### src/hf2ieee_pkg.sv
package hf2ieee_pkg;

  localparam int WordW = 32;
  localparam int ExpW  = 7;
  localparam int FracW = 24;
  localparam int MantW = 23;
  localparam int ShW   = 5;
  localparam int E2W   = 10;

  localparam logic [E2W-1:0]        HexBias     = 10'd64;
  localparam logic signed [E2W-1:0] ExpMax      = 10'sd127;
  localparam logic signed [E2W-1:0] ExpMinDen   = -10'sd149;
  localparam logic signed [E2W-1:0] ExpMinNorm  = -10'sd126;
  localparam logic signed [E2W-1:0] Ieee754Bias = 10'sd127;
  localparam logic [7:0]            ExpAllOnes  = 8'hff;

  // leading-zero count of a nonzero 24-bit fraction, capped at 23
  function automatic logic [ShW-1:0] lzc24(input logic [FracW-1:0] f);
    logic [ShW-1:0] cnt;
    cnt = ShW'(FracW - 1);
    for (int i = 0; i < FracW; i++) begin
      if (f[i]) begin
        cnt = ShW'(FracW - 1 - i);
      end
    end
    return cnt;
  endfunction

endpackage

### src/hex_float_to_ieee_single_core.sv
// hex float (base-16, excess-64 exponent) to ieee 754 single converter
//
// input channel: drive in_hex_float and raise start; the item is taken at
//   the rising edge where start is high and busy is low. busy is always
//   low here, so a new item may be offered on every cycle.
// result channel: out_valid is high for exactly one cycle with the
//   converted word on out_ieee_single. the receiver cannot hold results off.
// pipeline: three register stages lie between the accepting edge and
//   the result (leading-zero count, normalize and exponent, classify
//   and pack).
// throughput: one item per cycle; every stage is a plain register stage
//   with a valid bit, so items flow without gaps.
// reset: rst_n low at a rising edge clears all valid bits; items in
//   flight are dropped and no result is shown until new items arrive.
// truncation only, never rounding; a zero fraction gives +0, overflow a
//   signed infinity and deep underflow a signed zero.
module hex_float_to_ieee_single_core (
  input  logic        clk,
  input  logic        rst_n,
  input  logic        start,
  output logic        busy,
  input  logic [31:0] in_hex_float,
  output logic        out_valid,
  output logic [31:0] out_ieee_single
);

  // stage 1 registers: split fields and leading-zero count
  logic                           s1_valid_r, s1_valid_nxt;
  logic                           s1_sign_r;
  logic                           s1_zero_r;
  logic [hf2ieee_pkg::ExpW-1:0]   s1_exp_r;
  logic [hf2ieee_pkg::FracW-1:0]  s1_frac_r;
  logic [hf2ieee_pkg::ShW-1:0]    s1_lzc_r;

  // stage 2 registers: normalized fraction and base-2 exponent
  logic                           s2_valid_r, s2_valid_nxt;
  logic                           s2_sign_r;
  logic                           s2_zero_r;
  logic [hf2ieee_pkg::FracW-1:0]  s2_frac_r, s2_frac_nxt;
  logic signed [hf2ieee_pkg::E2W-1:0] s2_e2_r, s2_e2_nxt;

  // output registers
  logic                           out_valid_r;
  logic [31:0]                    out_ieee_single_r, out_ieee_single_nxt;

  logic                           accept;
  logic signed [hf2ieee_pkg::E2W-1:0] den_sh_full;
  logic [hf2ieee_pkg::ShW-1:0]    den_sh;
  logic [hf2ieee_pkg::FracW-1:0]  den_frac;
  logic [7:0]                     norm_exp;

  assign busy   = 1'b0;
  assign accept = start && !busy;

  // stage 1: capture the word and count leading zeros
  assign s1_valid_nxt = accept;

  always_ff @(posedge clk) begin
    if (!rst_n) begin
      s1_valid_r <= 1'b0;
    end else begin
      s1_valid_r <= s1_valid_nxt;
    end
  end

  always_ff @(posedge clk) begin
    if (accept) begin
      s1_sign_r <= in_hex_float[31];
      s1_exp_r  <= in_hex_float[30:24];
      s1_frac_r <= in_hex_float[23:0];
      s1_zero_r <= (in_hex_float[23:0] == '0);
      s1_lzc_r  <= hf2ieee_pkg::lzc24(in_hex_float[23:0]);
    end
  end

  // stage 2: normalize and form the base-2 exponent
  assign s2_valid_nxt = s1_valid_r;

  always_comb begin
    s2_frac_nxt = s1_frac_r << s1_lzc_r;
    s2_e2_nxt   = signed'((({3'b000, s1_exp_r} - hf2ieee_pkg::HexBias) << 2)
                          - {5'b00000, s1_lzc_r} - 10'd1);
  end

  always_ff @(posedge clk) begin
    if (!rst_n) begin
      s2_valid_r <= 1'b0;
    end else begin
      s2_valid_r <= s2_valid_nxt;
    end
  end

  always_ff @(posedge clk) begin
    if (s1_valid_r) begin
      s2_sign_r <= s1_sign_r;
      s2_zero_r <= s1_zero_r;
      s2_frac_r <= s2_frac_nxt;
      s2_e2_r   <= s2_e2_nxt;
    end
  end

  // stage 3: classify, denormal shift and pack
  always_comb begin
    den_sh_full = hf2ieee_pkg::ExpMinNorm - s2_e2_r;
    den_sh      = den_sh_full[hf2ieee_pkg::ShW-1:0];
    den_frac    = s2_frac_r >> den_sh;
    norm_exp    = 8'(s2_e2_r + hf2ieee_pkg::Ieee754Bias);

    if (s2_zero_r) begin
      out_ieee_single_nxt = '0;
    end else if (s2_e2_r > hf2ieee_pkg::ExpMax) begin
      out_ieee_single_nxt = {s2_sign_r, hf2ieee_pkg::ExpAllOnes, 23'd0};
    end else if (s2_e2_r < hf2ieee_pkg::ExpMinDen) begin
      out_ieee_single_nxt = {s2_sign_r, 31'd0};
    end else if (s2_e2_r >= hf2ieee_pkg::ExpMinNorm) begin
      out_ieee_single_nxt = {s2_sign_r, norm_exp,
                             s2_frac_r[hf2ieee_pkg::MantW-1:0]};
    end else begin
      out_ieee_single_nxt = {s2_sign_r, 8'd0,
                             den_frac[hf2ieee_pkg::MantW-1:0]};
    end
  end

  always_ff @(posedge clk) begin
    if (!rst_n) begin
      out_valid_r <= 1'b0;
    end else begin
      out_valid_r <= s2_valid_r;
    end
  end

  always_ff @(posedge clk) begin
    if (s2_valid_r) begin
      out_ieee_single_r <= out_ieee_single_nxt;
    end
  end

  assign out_valid       = out_valid_r;
  assign out_ieee_single = out_ieee_single_r;

`ifndef SYNTH
  // every result traces back to an item held in stage 1 and then in stage 2
  a_out_from_s1: assert property (@(posedge clk) disable iff (!rst_n)
    out_valid_r |-> $past(s1_valid_r, 2))
    else $error("result without an item in flight");

  // an all-ones exponent field only ever carries a zero mantissa
  a_inf_clean: assert property (@(posedge clk) disable iff (!rst_n)
    (out_valid_r && out_ieee_single_r[30:23] == hf2ieee_pkg::ExpAllOnes)
    |-> (out_ieee_single_r[22:0] == 23'd0))
    else $error("nan pattern produced");

  // a nonzero fraction is normalized with its top bit set
  a_norm_top: assert property (@(posedge clk) disable iff (!rst_n)
    (s2_valid_r && !s2_zero_r) |-> s2_frac_r[hf2ieee_pkg::FracW-1])
    else $error("normalized fraction lacks its top bit");
`endif

endmodule

### config.mk
export PLATFORM = sky130hd
export DESIGN_NAME = hex_float_to_ieee_single_core
export DESIGN_NICKNAME = d
export VERILOG_FILES = /design/src/hf2ieee_pkg.sv /design/src/hex_float_to_ieee_single_core.sv
export SDC_FILE = /design/constraint.sdc
export NUM_CORES = 1
export LEC_CHECK = 0
export BUFFER_PORTS_ARGS = -buffer_cell sky130_fd_sc_hd__buf_2
export CAP_MARGIN = 20
export CORE_UTILIZATION = 54
export CTS_BUF_LIST = sky130_fd_sc_hd__clkbuf_16
export CTS_CLUSTER_DIAMETER = 120
export DETAILED_ROUTE_END_ITERATION = 8
export PLACE_DENSITY = 0.77
export SLEW_MARGIN = 20
export SYNTH_ARGS = -nofsm -noshare
export SYNTH_HDL_FRONTEND = slang
export SYNTH_SLANG_ARGS = --single-unit
### constraint.sdc
create_clock -name clk -period 3.11 [get_ports clk]
set_clock_uncertainty 0.05 [all_clocks]
set_input_delay 0.1555 -clock clk [delete_from_list [all_inputs] [get_ports clk]]
set_output_delay 0.1555 -clock clk [all_outputs]
set_load 0.02 [all_outputs]
# Yosys cells after proc, flatten, opt, wreduce, memory -nomap -nowiden
# Index checks and enable logic that the tools add are counted.
# totals
regBits,109
input_bits,35
# op_classes
addsub,5
n_lt_le_gt_ge,3
n_shift,2
mux,25
reduce_logical,6
# ops
cell,n
$mux W31,3
$mux W4,8
$mux W5,6
$logic_not A24 Y1,1
$shl A24 B5 Y24,1
$shr A24 B5 Y23,1
$reduce_or A16 Y1,1
$mux W3,4
$ge A10 B8 Y1 const B,1
$gt A10 B8 Y1 const B,1
$lt A10 B9 Y1 const B,1
$sub A10 B1 Y10 const B,1
$sub A10 B5 Y10,1
$add A8 B8 Y8 const B,1
$reduce_or A8 Y1,1
$sub A7 B7 Y8 const B,1
$sub A3 B5 Y5 const A,1
$mux W2,2
$reduce_or A4 Y1,1
$reduce_or A3 Y1,1
$mux W1,2
$reduce_or A2 Y1,1

# Longest topological paths before layout
# depth
ltp_word,22
mapped_depth,12
ltp_nobuf,8

# Worst setup path before layout
# No wires, ideal clock.
# synth_timing
path_type,register to register
from,register s2_e2_r[0] (netlist bit)
to,"register out_ieee_single_r[6], in the netlist out_ieee_single[6], data pin"
arrival_time_ns,2.697
slack_ns,0.099
stages_incl_launch_ff,11
path_buffers,3
path_cell_list,edfxtp_1 inv_2 buf_6 buf_2 ha_1 buf_6 mux2_2 mux4_2 a221oi_2 o21a_1 nor3_1
# synth_via
elab_chain_len,3
# synth_rtl
item,line_no,text
from (decl),hex_float_to_ieee_single_core.sv:40,"logic signed [hf2ieee_pkg::E2W-1:0] s2_e2_r, s2_e2_nxt;"
from (signal assigned),hex_float_to_ieee_single_core.sv:98,s2_e2_r <= s2_e2_nxt;
$sub A3 B5 Y5,hex_float_to_ieee_single_core.sv:104,den_sh_full = hf2ieee_pkg::ExpMinNorm - s2_e2_r;
$shr A24 B5 Y23,hex_float_to_ieee_single_core.sv:106,den_frac = s2_frac_r >> den_sh;
$mux W31,hex_float_to_ieee_single_core.sv:115,end else if (s2_e2_r >= hf2ieee_pkg::ExpMinNorm) begin
to (signal assigned),hex_float_to_ieee_single_core.sv:134,out_ieee_single_r <= out_ieee_single_nxt;
to (decl),hex_float_to_ieee_single_core.sv:44,"logic [31:0] out_ieee_single_r, out_ieee_single_nxt;"
# Several ways; a longest one is shown, not always the timed one.
# A chain may end at the register's enable or synchronous reset.

# Worst setup path after layout
# layout_timing
from,register s2_e2_r[0] (netlist bit)
to,"register out_ieee_single_r[1], in the netlist out_ieee_single[1], data pin"
# Same word-level chain as after synthesis.

==> results.yml <==
global_route:
  grt_pass1_vias: 4993
  grt_usage_pct: 27.5
  grt_max_degree: 40
  grt-ovfl-total: 0
  grt_first_pass_wirelength_mm: 26.3
  antenna_found_initial: 0
setup_path:
  crit_path_frequent_cell: "buf_4"
  r2r-start: "s2_e2_r[0]"
  crit_family: "compound AO/OA/AOI/OAI gates"
  worstPathCellList: "buf_4 > ha_1 > xnor2_2 > buf_4 > mux2i_1 > nor2_1 > a21o_1 > a222oi_1 > a211oi_1"
  worstSetupPathType: "reg -> reg"
  max_stage_delay_ns: 0.41
  critPathSlowestCell: "edfxtp_1"
  crit_buf_inv: 2
  r2r-end: "out_ieee_single[1]"
  crit_arrival_ns: 2.78
  end_kind: "flop"
  worst-path-max-fanout: 16
  r2r_cells: 9
  crit_path_start: "s2_e2_r[0]"
  crit_required_ns: 3.16
  r2r_setup_slack_ns: 0.38
  cp-start-kind: "flop"
logic_synthesis:
  async_flop_share_pct: 0
  synthMuxAreaShare_pct: 17.8
  synth-edff-count: 106
  syn_inst: 560
  synth.yosys.seq_area_share_pct: 48.9
  syn_nets: 602
  synth-seq-cells: 109
  synth-compound-area-share_pct: 12.4
  ys_warn_count: 0
  synth-simple-area-share_pct: 12.7
  synthDistinctLibCells: 63
  synth_fa_ha_area_share_pct: 1.43
  synth_area_mm2: 0.00663
  synth_top_family_by_area: "multiplexers"
  avgSynthCellArea_um2: 11.8
  synth_flop_cell: "edfxtp_1"
  synth-xor-area-share_pct: 2.51
power_and_ir_drop:
  p_sw_share_pct: 29.3
  p_seq_share_pct: 43.9
  p_clk_share_pct: 31.2
  peakVddDrop_uv: 339
  pwr-share-comb_pct: 24.9
  power_density_mw_per_mm2: 529
  power.internal_mw: 2.92
  p_leak_nw: 3.04
  switching_power_mw: 1.21
clock_network:
  postCtsResizedCells: 0
  cts.path.max_buffers: 2
  cts_sinks: 109
  numCtsBuffers: 9
  cts_tree: "done"
  cts.htree.levels: 3
  clkLatencyLatePin_ns: 0.36
  cts_setup_buffers: 0
  clk_pin_slew_ns: 0.08
  cts-root-buf: "clkbuf_16"
  hold_buffers: 33
drt:
  highest_layer: "met4"
  met3WireLength_um: 718
  drt-met1-wl_mm: 6.30
  wl_per_cell_um: 19.7
  first_iter_violations: 232
  met2RoutedLength_mm: 8.40
  vias: 4927
  dr.pass1.iters: 5
  ant_nets: 0
  wirelength_mm: 16.1
  drc_errors: 0
  via_per_inst: 6.02
timing:
  rsz0062_at_grt: "false"
  period_needed_ns: 2.73
  relSlewSlack_pct: 35.4
  setup_viol: 0
  worst_pin_slew_ns: 0.968
  fin_crit_sh_pct: 87.8
  tns_ns: 0
  slew_viol_final: 0
  hold_slack_ns: 0.376
  fmax_mhz: 366
  finalHoldViolCount: 0
place:
  dp_cells: 769
  dp_hpwl_mm: 11.7
  portBuffers: 67
  placed_area_mm2: 0.00715
  place_congestion: 0.988
final_layout:
  drive_gt1_share_pct: 26.2
  insertedDiodeCount: 0
  fin_area_mm2: 0.00782
  final_cell_mix: "edfxtp_1 (106), nand2_1 (72), buf_2 (67)"
  fill_cells: 921
  stdcell_count: 818
  nets: 708
  regArea_mm2: 0.00324
  final_common_cell: "edfxtp_1"
  multi_input_area_mm2: 0.00311
  post-route-util_pct: 65.1
  syn2layout_area_growth_pct: 18.0
floorplanning:
  die_height_um: 113
  ios: 69
  initial_core_util_pct: 55.2
  core_area_mm2: 0.0120
  dieArea_mm2: 0.0127
  fp-row-count: 40
  fp.dieW_um: 113
hold_path:
  hp-start: "s1_zero_r"
  min_to: "s2_zero_r"
  holdPathStages: 0
  hold_class: "reg -> reg"
outcome:
  outcome: "finished clean"
flow_run:
  drv_cap: 0
## per-layer routing
| layer | vias up | track usage (%) |
|---|---|---|
| met5 | - | 0 |
| met4 | 0 | 15.2 |
| met3 | 37 | 3.91 |
| met2 | 173 | 48.9 |
| met1 | 2368 | 32.0 |
| li1 | 2349 | - |
## flip-flops by register name (all words and copies together) (netlist names), 5 cells and up
| signal | flops |
|---|---|
| out_ieee_single | 32 |
| s1_frac_r | 24 |
| s2_frac_r | 24 |
| s2_e2_r | 10 |
| s1_exp_r | 7 |
| s1_lzc_r | 5 |
## cell usage after synthesis, types with 10 or more instances
cell      count  share of area, %
a211oi_1     18               2.0
a21oi_1      40               3.0
buf_6        10               1.7
clkbuf_1     11              0.62
edfxtp_1    106                48
inv_1        11              0.62
mux2_2       22               3.7
mux2i_1      30               4.5
mux4_2       28               9.5
nand2_1      72               4.1
nand3_1      11              0.83
nor2_1       49               2.8
o21ai_0      11              0.83
## worst max path at each step
stage                         end  slack (ns)  depth (start not counted)
5_1_grt        out_ieee_single[4]        0.19                          8
3_5_place_dp   out_ieee_single[1]        0.41                          9
6_report       out_ieee_single[1]        0.38                          9
3_3_place_gp   out_ieee_single[8]        0.43                          8
4_1_cts        out_ieee_single[1]        0.39                          9
2_1_floorplan  out_ieee_single[6]         0.1                         10
## power groups by stage
stage	sequential [mW]	combinational (mW)	clock, mW
global route	1.83	1.12	1.37
floorplan	1.82	0.721	0
CTS	1.82	1.02	1.30
finish	1.82	1.03	1.29
detailed placement	1.85	0.978	0
global placement	1.84	0.979	0
## cell type report
type,count,share of cell area (%)
clock buffer,9,2.88
inverter,14,0.672
tap,147,2.35
clock inverter,7,1.49
sequential,109,41.5
timing repair buffer,128,11.4
multi-input combinational,404,39.8
## through the flow
step                      power [mW]  setup WS (ns)
after floorplan                 2.54         0.0992
after global placement          2.82          0.431
after detailed placement        2.83          0.414
after CTS                       4.13          0.392
after global routing            4.32          0.189
final                           4.14          0.379
## cells by family (layout without fill, tap and decap cells)
family                     Yosys count  in the layout
xor gates and xnor gates            16             16
DFF                                109            109
other                                1              1
and+or+nand+nor                    180            180
buffers and inverters               47            158
adders and majority gates            7              7
muxes                               80             80
AOI/OAI and AO/OA                  120            120
(Power assumes the default switching activity.)
